--- config.mk ---
export PLATFORM = sky130hd
export DESIGN_NAME = noise_gate_hysteresis
export DESIGN_NICKNAME = d
export VERILOG_FILES = /design/src/sv/ngh_pkg.sv /design/src/sv/noise_gate_hysteresis.sv /design/src/sv/ngh_cfg.sv /design/src/sv/ngh_seq.sv /design/src/sv/ngh_dp.sv
export SDC_FILE = /design/constraint.sdc
export NUM_CORES = 2
export LEC_CHECK = 0
export ABC_CLOCK_PERIOD_IN_PS = 13510
export BUFFER_PORTS_ARGS = -buffer_cell sky130_fd_sc_hd__buf_4
export CORE_MARGIN = 2
export CORE_UTILIZATION = 64
export DETAILED_ROUTE_END_ITERATION = 7
export GPL_TIMING_DRIVEN = 0
export PLACE_DENSITY = 0.8
export SLEW_MARGIN = 10
export SYNTH_ARGS = -nofsm -noshare
export SYNTH_HDL_FRONTEND = slang
export SYNTH_SLANG_ARGS = --single-unit
--- constraint.sdc ---
create_clock -name clk -period 13.51 [get_ports clk]
set_clock_uncertainty 0.15 [all_clocks]
set_input_delay 0.6755 -clock clk [delete_from_list [all_inputs] [get_ports clk]]
set_output_delay 0.6755 -clock clk [all_outputs]
set_load 0.02 [all_outputs]
--- src/sv/ngh_pkg.sv ---
// Shared types, constants and microcode table for the hysteresis noise gate.
// Used by ngh_cfg, ngh_seq, ngh_dp, the top level and the checker.
package ngh_pkg;

	// Field widths
	localparam int SAMPLE_BITS = 24;
	localparam int DATA_W      = ((SAMPLE_BITS + 7) / 8) * 8;
	localparam int COEF_W      = 16;
	localparam int THR_W       = 23;
	localparam int GAIN_W      = 17;
	localparam int FRAC_BITS   = 16;
	localparam int ENV_W       = SAMPLE_BITS;

	// Shared multiplier: signed A by signed B operands
	localparam int MA_W  = (SAMPLE_BITS + 1 > THR_W + 1) ? SAMPLE_BITS + 1 : THR_W + 1;
	localparam int MB_W  = GAIN_W + 1;
	localparam int P_W   = MA_W + MB_W;
	localparam int LVL_W = THR_W + 1;
	localparam int CMP_W = ((ENV_W > LVL_W) ? ENV_W : LVL_W) + 1;

	// Gain ramp constants
	localparam logic [GAIN_W-1:0] UNITY_GAIN  = 17'h10000;
	localparam logic [COEF_W-1:0] SMOOTH_COEF = 16'd655;

	// Register reset values
	localparam logic [COEF_W-1:0] ATTACK_RST  = 16'd6554;
	localparam logic [COEF_W-1:0] RELEASE_RST = 16'd66;
	localparam logic [THR_W-1:0]  THR_RST     = 23'd10486;
	localparam logic [COEF_W-1:0] HYST_RST    = 16'd655;

	// Configuration port
	localparam int PADDR_W = 4;
	localparam int PDATA_W = 32;

	typedef enum logic [1:0] {
		REG_ATTACK,
		REG_RELEASE,
		REG_THRESHOLD,
		REG_HYST
	} reg_idx_t;

	typedef struct packed {
		logic [COEF_W-1:0] attack_coef;
		logic [COEF_W-1:0] release_coef;
		logic [THR_W-1:0]  gate_threshold;
		logic [COEF_W-1:0] hyst_frac;
	} cfg_t;

	// Microcode
	localparam int STEP_W = 3;
	typedef logic [STEP_W-1:0] step_t;

	localparam step_t ST_WAIT     = 3'd0;
	localparam step_t ST_MUL_HYST = 3'd1;
	localparam step_t ST_MUL_ENV  = 3'd2;
	localparam step_t ST_ENV_GATE = 3'd3;
	localparam step_t ST_MUL_GAIN = 3'd4;
	localparam step_t ST_GAIN     = 3'd5;
	localparam step_t ST_MUL_OUT  = 3'd6;
	localparam step_t ST_OUT      = 3'd7;

	// Condition a step waits on before it advances
	typedef enum logic [1:0] {
		WT_NONE,
		WT_IN,
		WT_OUT
	} wait_t;

	// Multiplier operand pair
	typedef enum logic [1:0] {
		MOP_HYST,
		MOP_ENV,
		MOP_GAIN,
		MOP_OUT
	} mop_t;

	typedef struct packed {
		wait_t wt;
		logic  mul_en;
		mop_t  mop;
		logic  ld_x;
		logic  ld_lvl;
		logic  ld_env;
		logic  ld_gain;
		logic  ld_out;
		step_t nxt;
	} uword_t;

	// Status from datapath to sequencer
	typedef struct packed {
		logic out_busy;
	} dp_stat_t;

	localparam uword_t UW_NOP = '{
		wt: WT_NONE, mul_en: 1'b0, mop: MOP_HYST, ld_x: 1'b0, ld_lvl: 1'b0,
		ld_env: 1'b0, ld_gain: 1'b0, ld_out: 1'b0, nxt: ST_WAIT
	};

	// Control store: one word per step
	function automatic uword_t ucode_rom(input step_t addr);
		uword_t w;
		w = UW_NOP;
		case (addr)
			ST_WAIT: begin
				w.wt   = WT_IN;
				w.ld_x = 1'b1;
				w.nxt  = ST_MUL_HYST;
			end
			ST_MUL_HYST: begin
				w.mul_en = 1'b1;
				w.mop    = MOP_HYST;
				w.nxt    = ST_MUL_ENV;
			end
			ST_MUL_ENV: begin
				w.ld_lvl = 1'b1;
				w.mul_en = 1'b1;
				w.mop    = MOP_ENV;
				w.nxt    = ST_ENV_GATE;
			end
			ST_ENV_GATE: begin
				w.ld_env = 1'b1;
				w.nxt    = ST_MUL_GAIN;
			end
			ST_MUL_GAIN: begin
				w.mul_en = 1'b1;
				w.mop    = MOP_GAIN;
				w.nxt    = ST_GAIN;
			end
			ST_GAIN: begin
				w.ld_gain = 1'b1;
				w.nxt     = ST_MUL_OUT;
			end
			ST_MUL_OUT: begin
				w.mul_en = 1'b1;
				w.mop    = MOP_OUT;
				w.nxt    = ST_OUT;
			end
			ST_OUT: begin
				w.wt     = WT_OUT;
				w.ld_out = 1'b1;
				w.nxt    = ST_WAIT;
			end
			default: begin
				w = UW_NOP;
			end
		endcase
		return w;
	endfunction

endpackage

--- src/sv/noise_gate_hysteresis.sv ---
// Top level of the hysteresis noise gate: APB registers, sequencer, datapath.
// Depends on ngh_pkg, ngh_cfg, ngh_seq and ngh_dp.
//
//  channel   direction  signals                        contents
//  s_axis    in         s_tvalid s_tready s_tdata      sample_in
//  m_axis    out        m_tvalid m_tready m_tdata      sample_out, gate_open in m_tuser
//  apb       in/out     psel penable pwrite paddr ...  four registers at 4*index
//
// Each sample runs through a wait step, then seven microcode steps around the
// single shared 25x18 multiplier (four products, each followed by its update).
// s_tready is high only in the wait step; the next sample is taken once the last one
// has reached the output register, which holds it until the transfer completes.
// The final step stalls while the output register is full and m_tready is low.
// Reset clears the envelope, closes the gate, sets unity gain and loads register defaults.
module noise_gate_hysteresis
	import ngh_pkg::*;
(
	input  logic               clk,
	input  logic               arst_n,
	input  logic               s_tvalid,
	output logic               s_tready,
	input  logic [DATA_W-1:0]  s_tdata,   // [SAMPLE_BITS-1:0] sample_in
	output logic               m_tvalid,
	input  logic               m_tready,
	output logic [DATA_W-1:0]  m_tdata,   // [SAMPLE_BITS-1:0] sample_out
	output logic [0:0]         m_tuser,   // [0] gate_open
	input  logic               psel,
	input  logic               penable,
	input  logic               pwrite,
	input  logic [PADDR_W-1:0] paddr,
	input  logic [PDATA_W-1:0] pwdata,
	output logic [PDATA_W-1:0] prdata,
	output logic               pready
);

	cfg_t                          cfg;
	uword_t                        ctrl;
	dp_stat_t                      stat;
	logic signed [SAMPLE_BITS-1:0] sample_out;
	logic                          gate_open;

	ngh_cfg u_cfg (
		.clk     (clk),
		.arst_n  (arst_n),
		.psel    (psel),
		.penable (penable),
		.pwrite  (pwrite),
		.paddr   (paddr),
		.pwdata  (pwdata),
		.prdata  (prdata),
		.pready  (pready),
		.cfg     (cfg)
	);

	ngh_seq u_seq (
		.clk      (clk),
		.arst_n   (arst_n),
		.in_valid (s_tvalid),
		.stat     (stat),
		.in_ready (s_tready),
		.ctrl     (ctrl)
	);

	ngh_dp u_dp (
		.clk        (clk),
		.arst_n     (arst_n),
		.cfg        (cfg),
		.ctrl       (ctrl),
		.sample_in  (signed'(s_tdata[SAMPLE_BITS-1:0])),
		.out_ready  (m_tready),
		.stat       (stat),
		.out_valid  (m_tvalid),
		.sample_out (sample_out),
		.gate_open  (gate_open)
	);

	// Pad the result to whole bytes
	assign m_tdata = DATA_W'(unsigned'(sample_out));
	assign m_tuser = gate_open;

endmodule

--- src/sv/ngh_cfg.sv ---
// Configuration register file behind an APB-style port.
// Depends on ngh_pkg for register indexes, widths and reset values.
module ngh_cfg
	import ngh_pkg::*;
(
	input  logic               clk,
	input  logic               arst_n,
	input  logic               psel,
	input  logic               penable,
	input  logic               pwrite,
	input  logic [PADDR_W-1:0] paddr,
	input  logic [PDATA_W-1:0] pwdata,
	output logic [PDATA_W-1:0] prdata,
	output logic               pready,
	output cfg_t               cfg
);

	cfg_t     cfg_q;
	reg_idx_t idx;
	logic     wr;

	assign pready = 1'b1;
	assign idx    = reg_idx_t'(paddr[3:2]);
	assign wr     = psel & penable & pwrite & pready;
	assign cfg    = cfg_q;

	// Take a write on the access cycle
	always_ff @(posedge clk or negedge arst_n) begin
		if (!arst_n) begin
			cfg_q.attack_coef    <= ATTACK_RST;
			cfg_q.release_coef   <= RELEASE_RST;
			cfg_q.gate_threshold <= THR_RST;
			cfg_q.hyst_frac      <= HYST_RST;
		end else if (wr) begin
			case (idx)
				REG_ATTACK:    cfg_q.attack_coef    <= pwdata[COEF_W-1:0];
				REG_RELEASE:   cfg_q.release_coef   <= pwdata[COEF_W-1:0];
				REG_THRESHOLD: cfg_q.gate_threshold <= pwdata[THR_W-1:0];
				REG_HYST:      cfg_q.hyst_frac      <= pwdata[COEF_W-1:0];
				default: begin
				end
			endcase
		end
	end

	// Read back the addressed register
	always_comb begin
		case (idx)
			REG_ATTACK:    prdata = PDATA_W'(cfg_q.attack_coef);
			REG_RELEASE:   prdata = PDATA_W'(cfg_q.release_coef);
			REG_THRESHOLD: prdata = PDATA_W'(cfg_q.gate_threshold);
			REG_HYST:      prdata = PDATA_W'(cfg_q.hyst_frac);
			default:       prdata = '0;
		endcase
	end

endmodule

--- src/sv/ngh_seq.sv ---
// Microcode sequencer: step counter, control store lookup and wait conditions.
// Depends on ngh_pkg for the control word, step codes and ucode_rom.
module ngh_seq
	import ngh_pkg::*;
(
	input  logic     clk,
	input  logic     arst_n,
	input  logic     in_valid,
	input  dp_stat_t stat,
	output logic     in_ready,
	output uword_t   ctrl
);

	step_t  step_q;
	uword_t word;
	logic   go;

	assign word     = ucode_rom(step_q);
	assign in_ready = (word.wt == WT_IN);

	// Decide whether the current step may complete
	always_comb begin
		case (word.wt)
			WT_NONE: go = 1'b1;
			WT_IN:   go = in_valid;
			WT_OUT:  go = ~stat.out_busy;
			default: go = 1'b0;
		endcase
	end

	// Gate the load strobes with the step's condition
	always_comb begin
		ctrl         = word;
		ctrl.mul_en  = word.mul_en & go;
		ctrl.ld_x    = word.ld_x & go;
		ctrl.ld_lvl  = word.ld_lvl & go;
		ctrl.ld_env  = word.ld_env & go;
		ctrl.ld_gain = word.ld_gain & go;
		ctrl.ld_out  = word.ld_out & go;
	end

	// Advance the step counter
	always_ff @(posedge clk or negedge arst_n) begin
		if (!arst_n) begin
			step_q <= ST_WAIT;
		end else if (go) begin
			step_q <= word.nxt;
		end
	end

endmodule

--- src/sv/ngh_dp.sv ---
// Datapath: shared multiplier, envelope, gate, gain ramp and output register.
// Depends on ngh_pkg; driven by the control word from ngh_seq.
module ngh_dp
	import ngh_pkg::*;
(
	input  logic                          clk,
	input  logic                          arst_n,
	input  cfg_t                          cfg,
	input  uword_t                        ctrl,
	input  logic signed [SAMPLE_BITS-1:0] sample_in,
	input  logic                          out_ready,
	output dp_stat_t                      stat,
	output logic                          out_valid,
	output logic signed [SAMPLE_BITS-1:0] sample_out,
	output logic                          gate_open
);

	logic signed [SAMPLE_BITS-1:0] x_q;
	logic signed [P_W-1:0]         p_q;
	logic [LVL_W-1:0]              open_lvl_q;
	logic [LVL_W-1:0]              close_lvl_q;
	logic [ENV_W-1:0]              env_q;
	logic                          gate_q;
	logic [GAIN_W-1:0]             gain_q;
	logic signed [SAMPLE_BITS-1:0] out_data_q;
	logic                          out_gate_q;
	logic                          out_valid_q;

	logic signed [MA_W-1:0]  x_ext;
	logic signed [MA_W-1:0]  mag;
	logic signed [MA_W-1:0]  diff;
	logic [COEF_W-1:0]       coef;
	logic [GAIN_W-1:0]       target;
	logic signed [MA_W-1:0]  gdiff;
	logic signed [MA_W-1:0]  op_a;
	logic signed [MB_W-1:0]  op_b;
	logic signed [P_W-1:0]   prod;
	logic signed [P_W-1:0]   p_sh;
	logic [THR_W-1:0]        delta;
	logic signed [P_W-1:0]   env_sum;
	logic [ENV_W-1:0]        env_new;
	logic [CMP_W-1:0]        env_c;
	logic                    gate_new;
	logic signed [P_W-1:0]   gain_sum;

	// Envelope error and gain error
	always_comb begin
		x_ext  = MA_W'(x_q);
		mag    = x_ext[MA_W-1] ? -x_ext : x_ext;
		diff   = mag - signed'(MA_W'(env_q));
		coef   = (diff > 0) ? cfg.attack_coef : cfg.release_coef;
		target = gate_q ? UNITY_GAIN : '0;
		gdiff  = signed'(MA_W'(target)) - signed'(MA_W'(gain_q));
	end

	// Select multiplier operands for the step
	always_comb begin
		case (ctrl.mop)
			MOP_HYST: begin
				op_a = signed'(MA_W'(cfg.gate_threshold));
				op_b = signed'(MB_W'(cfg.hyst_frac));
			end
			MOP_ENV: begin
				op_a = diff;
				op_b = signed'(MB_W'(coef));
			end
			MOP_GAIN: begin
				op_a = gdiff;
				op_b = signed'(MB_W'(SMOOTH_COEF));
			end
			MOP_OUT: begin
				op_a = x_ext;
				op_b = signed'(MB_W'(gain_q));
			end
			default: begin
				op_a = '0;
				op_b = '0;
			end
		endcase
	end

	assign prod = op_a * op_b;

	// Truncate the registered product toward minus infinity
	always_comb begin
		p_sh     = p_q >>> FRAC_BITS;
		delta    = p_sh[THR_W-1:0];
		env_sum  = signed'(P_W'(env_q)) + p_sh;
		env_new  = env_sum[ENV_W-1:0];
		env_c    = CMP_W'(env_new);
		gain_sum = signed'(P_W'(gain_q)) + p_sh;
		if (!gate_q) begin
			gate_new = env_c > CMP_W'(open_lvl_q);
		end else begin
			gate_new = !(env_c < CMP_W'(close_lvl_q));
		end
	end

	// Hold sample, product, switching levels and the output data and gate flag
	always_ff @(posedge clk) begin
		if (ctrl.ld_x) begin
			x_q <= sample_in;
		end
		if (ctrl.mul_en) begin
			p_q <= prod;
		end
		if (ctrl.ld_lvl) begin
			open_lvl_q  <= LVL_W'(cfg.gate_threshold) + LVL_W'(delta);
			close_lvl_q <= LVL_W'(cfg.gate_threshold) - LVL_W'(delta);
		end
		if (ctrl.ld_out) begin
			out_data_q <= p_sh[SAMPLE_BITS-1:0];
			out_gate_q <= gate_q;
		end
	end

	// Update envelope, gate and gain state; hold the result flag
	always_ff @(posedge clk or negedge arst_n) begin
		if (!arst_n) begin
			env_q       <= '0;
			gate_q      <= 1'b0;
			gain_q      <= UNITY_GAIN;
			out_valid_q <= 1'b0;
		end else begin
			if (ctrl.ld_env) begin
				env_q  <= env_new;
				gate_q <= gate_new;
			end
			if (ctrl.ld_gain) begin
				gain_q <= gain_sum[GAIN_W-1:0];
			end
			if (ctrl.ld_out) begin
				out_valid_q <= 1'b1;
			end else if (out_ready) begin
				out_valid_q <= 1'b0;
			end
		end
	end

	assign stat.out_busy = out_valid_q & ~out_ready;
	assign out_valid     = out_valid_q;
	assign sample_out    = out_data_q;
	assign gate_open     = out_gate_q;

endmodule

# Yosys cells after proc, flatten, opt, wreduce, memory -nomap -nowiden
# Index checks and enable logic that the tools add are counted.
[op_classes]
add_sub_neg = 7
bitwise_logic = 11
eq_ne = 15
magnitude_cmp = 3
n_mux = 18
n_reduce_logical = 10
n_mul = 1
[op_table]
columns = ["op", "n"]
rows = [
  ["case mux 32 bit (4 select lines)", 1],
  ["case mux 25 bit (4 select lines)", 1],
  ["case mux 18 bit (4 select lines)", 1],
  ["multiplier 25 x 18 -> 40 bit", 1],
  ["greater-than comparator 25 x 1 -> 1 bit, second input constant", 1],
  ["2-to-1 mux 25 bit", 1],
  ["negation 24 -> 25 bit", 1],
  ["subtractor 25 bit", 1],
  ["adder 23 x 23 -> 24 bit", 1],
  ["adder 24 bit", 1],
  ["greater-than comparator 24 bit", 1],
  ["< comparator 24 bit", 1],
  ["case mux 3 bit (8 select lines)", 1],
  ["subtractor 23 x 23 -> 24 bit", 1],
  ["subtractor 17 x 17 -> 18 bit", 1],
  ["adder 17 bit", 1],
  ["2-to-1 mux 17 bit", 1],
  ["2-to-1 mux 16 bit", 1],
  ["equality test 3 bit, second input constant", 4],
  ["case mux 3 bit (4 select lines)", 1],
  ["equality test 2 bit, second input constant", 5],
  ["AND 1 bit", 9],
  ["2-to-1 mux 1 bit", 8],
  ["AND reduction 2 bit", 4],
  ["other kinds (10)", 16],
]
[word_totals]
word_cells = 80
regBits = 254
output_inout_bits = 60

# Longest topological paths before layout
[depth]
ltp_word = 7
mapped_depth = 48
ltp_nobuf = 45

# Cells and area by module
# A second synthesis with hierarchy kept.
[hier_totals]
hier_cells = 3308
hier_area_um2 = 31148.6
[by_module_without_submodules]
columns = ["module", "instances", "cells_each", "area_each_um2"]
rows = [
  ["ngh_dp", 1, 3078, 27566.4],
  ["ngh_cfg", 1, 194, 3273.1],
  ["ngh_seq", 1, 36, 309.0],
]

# Worst setup path before layout
# OpenSTA, ideal clock, no wires.
[synth_path]
path_type = "reg2reg"
startpoint = "reg u_dp.x_q[4]"
endpoint = "reg u_dp.p_q[39] (data pin)"
t_required_ps = 13100
synth_period_minus_slack_ps = 10845
setup_ps = 260
stages_incl_launch_ff = 46
setup_slack_ps = 2665
arrival_time_ps = 10435
path_cell_list = "edfxtp_1 > nor4_1 > inv_1 > nor3_1 > nand2_1 > or3_1 > o31ai_1 > xnor2_1 > ha_1 > a21oi_1 > a21boi_0 > o21a_1 > a21oi_1 > xnor2_1 > o211ai_1 > a2111oi_2 > and4_4 > nor2_8 > (+10 left out) > fa_1 > fa_1 > inv_1 > fa_1 > inv_1 > ha_1 > nand4_1 > or3_1 > a21o_1 > o211a_1 > a211oi_1 > o21ai_0 > a31oi_1 > a211oi_1 > nor2b_1 > o21a_1 > nor2_1 > xnor2_1"
[synth_via]
elab_chain_len = 7
elab_cells_between_ends = 8
[synth_lines]
columns = ["element", "line_no", "text"]
rows = [
  ["start: declaration", "ngh_dp.sv:18", "logic signed [SAMPLE_BITS-1:0] x_q;"],
  ["start signal: assignment", "ngh_dp.sv:102", "x_q <= sample_in;"],
  ["negation 24 -> 25 bit", "ngh_dp.sv:49", "mag = x_ext[MA_W-1] ? -x_ext : x_ext;"],
  ["2-to-1 mux 25 bit", "ngh_dp.sv:49", ""],
  ["subtractor 25 bit", "ngh_dp.sv:50", "diff = mag - signed'(MA_W'(env_q));"],
  ["greater-than comparator 25 x 1 -> 1 bit", "ngh_dp.sv:51", "coef = (diff > 0) ? cfg.attack_coef : cfg.release_coef;"],
  ["2-to-1 mux 16 bit", "ngh_dp.sv:51", ""],
  ["case mux 18 bit (4 select lines)", "ngh_dp.sv:58", "case (ctrl.mop)"],
  ["multiplier 25 x 18 -> 40 bit (*)", "ngh_dp.sv:82", "assign prod = op_a * op_b;"],
  ["named net u_dp.prod[39]", "ngh_dp.sv:37", "logic signed [P_W-1:0] prod;"],
  ["end signal: assignment", "ngh_dp.sv:105", "p_q <= prod;"],
  ["end: declaration", "ngh_dp.sv:19", "logic signed [P_W-1:0] p_q;"],
]
# The timed path passes the listed nets; every way through them passes the cells marked *. The select of a mux whose other input is x is not followed.
# A chain may end at the register's enable or synchronous reset.

# Worst setup path after layout
# Ends and elaborated chain as after synthesis.

==> metrics.yaml <==
vias_per_cell: 6.35
slew_viol_final: 8
hpwl_mm: 90.6
route.detailed.drc: 0
place_ws_ps: -351
holdPathStages: 1
rsz0062_at_grt: "false"
ys_seq_elements: 237
setup.worst_path.start: "u_dp.x_q[4]$_DFFE_PP_"
antenna_found_initial: 8
firstDrtPassIters: 6
die_h_um: 226
reg2reg_from: "u_dp.x_q[4]$_DFFE_PP_"
cp_common_cell: "fa_1"
arrival_ps: 13320
synth_cell_types: 97
syn_inst: 3356
r2r_end: "u_dp.p_q[39]$_DFFE_PP_"
clockBufferDepth: 3
ys_top_cells_by_count: "inv_1, fa_1, ha_1"
rows: 81
fin_crit_sh: 0.975
synth_edf_count: 120
initial_core_util: 0.646
final.setup.tns_ps: 0
yosysMostFrequentCell: "inv_1"
grt_pass1_wl_mm: 163
place_area_um2: 33300
reg2reg_depth: 44
hold_class: "primary input to register"
clk_latency_ps: 570
final_nets: 4235
critPathMaxStageDelay_ps: 580
gp_congestion: 1.04
cp-start-kind: "register"
reg2reg_slack_ps: 340
setup_ws_ps: 344
ant_nets: 0
worstSetupPathType: "register to register"
setup_viol: 0
clockRootBuffer: "clkbuf_16"
violations: "max-capacitance violations, max-slew violations"
die_w_um: 226
async_reset_ff_frac: 0.494
synth_top_cell_by_area: "fa_1"
die_area_um2: 51000
drt_iter0_markers: 2824
status: "complete, but fails checks"
yosys_warnings: 0
wire_per_inst_um: 26.2
tightest_slew_ps: 1540
synth_top_area_frac: 0.254
drv_cap: 1
final-hold-violation-count: 0
hp-start: "s_tdata[21]"
area_delta_synth_final_pct: 9.04
htreeDepth: 1
min_to: "u_dp.x_q[21]$_DFFE_PP_"
fillers: 3746
crit_path_end_kind: "register"
critical_path_peak_fanout: 10
fin_crit_ps: 13170
portBuffers: 105
cts_tree: "yes"
grt_pass1_vias: 27300
grtUsageTotal: 0.439
routed_wl_mm: 110
core-area_um2: 48700
clk_pin_slew_ps: 70
netlist_area_um2: 31500
syn_avg_cell_area_um2: 9.38
gr-total-overflow: 0
cts_buffers: 26
synthFlopType: "edfxtp_1"
yosysSeqAreaShare: 0.208
ys_top_cells_by_area: "fa_1, edfxtp_1, ha_1, dfrtp_1, inv_1"
vias: 26700
cts_num_sinks: 237
drive_gt1_frac: 0.111
grt_max_degree: 84
max_freq_mhz: 76.0
crit_slowest_cell: "fa_1"
final_cell_area_um2: 34300
io_pins: 127
crit_required_ps: 13660
slew_headroom: -0.0359
==> what timing repair did <==
item                                    4_1_cts  5_1_grt
pin swaps                                     0        2
hold buffers                                  1        0
resized for setup                             2        7
buffers inserted                              0        3
endpoints found under the hold margin        31        0
endpoints found under the setup margin        6        5
==> how the worst max path moves through the flow <==
stage | to | depth (start not counted) | slack [ps]
2_1_floorplan | u_dp.p_q[39]$_DFFE_PP_ | 45 | 2660
3_3_place_gp | u_dp.p_q[39]$_DFFE_PP_ | 44 | -210
3_5_place_dp | u_dp.p_q[39]$_DFFE_PP_ | 44 | -350
4_1_cts | u_dp.p_q[39]$_DFFE_PP_ | 44 | 130
5_1_grt | u_dp.p_q[39]$_DFFE_PP_ | 44 | 110
6_report | u_dp.p_q[39]$_DFFE_PP_ | 44 | 340
==> cell usage in the layout, fill, tap and decap left out, drive strengths merged, types with 9 or more instances in the layout <==
| cell | count |
|---|---|
| dfstp | 24 |
| nor3 | 135 |
| nand2b | 22 |
| fa | 399 |
| a21boi | 10 |
| a31oi | 13 |
| mux2i | 22 |
| xor2 | 34 |
| ha | 259 |
| o21a | 42 |
| and2 | 28 |
| o21bai | 14 |
| clkbuf | 113 |
| or2 | 18 |
| a211o | 9 |
| a211oi | 10 |
| nor3b | 11 |
| or3 | 17 |
| xnor2 | 115 |
| nor2b | 39 |
| nand4 | 13 |
| o21ai | 141 |
| buf | 181 |
| nand2 | 219 |
| dfrtp | 93 |
| a21o | 38 |
| o211ai | 24 |
| mux2 | 77 |
| inv | 609 |
| mux4 | 16 |
| conb | 10 |
| a21oi | 120 |
| edfxtp | 120 |
| nand3 | 175 |
| nor2 | 199 |
| o31ai | 15 |
| and3 | 32 |
==> routing by layer <==
| metal | track usage | share of wire |
|---|---|---|
| met5 | 0 | 0.00025 |
| met4 | 0.282 | 0.077 |
| met3 | 0.119 | 0.11 |
| met2 | 0.706 | 0.46 |
| met1 | 0.522 | 0.35 |
==> stage by stage <==
stage	utilization	cells	hold WS [ps]
after detailed placement	0.683	4142	314
after floorplan	-	3364	230
after global routing	0.704	4195	131
after global placement	0.679	4133	313
after CTS	0.703	4191	128
final	0.704	4201	129
==> worst max-delay path: cells and delay by family, from the launching register on <==
| kind | cells | cell delay (ps) |
|---|---|---|
| mux | 1 | 190 |
| buf+inv | 6 | 870 |
| xor+xnor | 2 | 290 |
| fa+ha+maj | 8 | 3740 |
| flops | 1 | 510 |
| compound gates | 15 | 4220 |
| simple gates | 12 | 2890 |
==> cells by family after synthesis <==
| logic type | share of synthesized area |
|---|---|
| AO/OA/AOI/OAI | 0.109 |
| XOR/XNOR | 0.0415 |
| adder cells (fa/ha/maj) | 0.357 |
| buffers and inverters | 0.0935 |
| flip-flops | 0.208 |
| multiplexers | 0.0468 |
| other | 0.000239 |
| AND/OR/NAND/NOR | 0.144 |
==> state kept, by name (all words and copies together) (netlist names) <==
name,cells
u_cfg.cfg,71
u_dp.env_q,24
u_dp.open_lvl_q,24
u_dp.p_q,24
u_dp.sample_out,24
u_dp.x_q,24
u_dp.close_lvl_q,23
u_dp.gain_q,17
u_seq.step_q,3
u_dp.gate_open,1
u_dp.gate_q,1
u_dp.out_valid,1
==> layout make-up <==
cell class              count  area, um2  area share
well taps                 664        831      0.0242
clock buffers              34        762      0.0222
diodes                      7       17.5    0.000510
multi-input cells        2378      22100       0.643
clock inverters            14        174     0.00507
inverters                 606       2270      0.0663
repair buffers            118        956      0.0279
plain buffers             143        668      0.0195
flip-flops and latches    237       6560       0.191
Power is not shown: default switching activity piles up to over one toggle a cycle in this logic, so the estimate is an artifact.
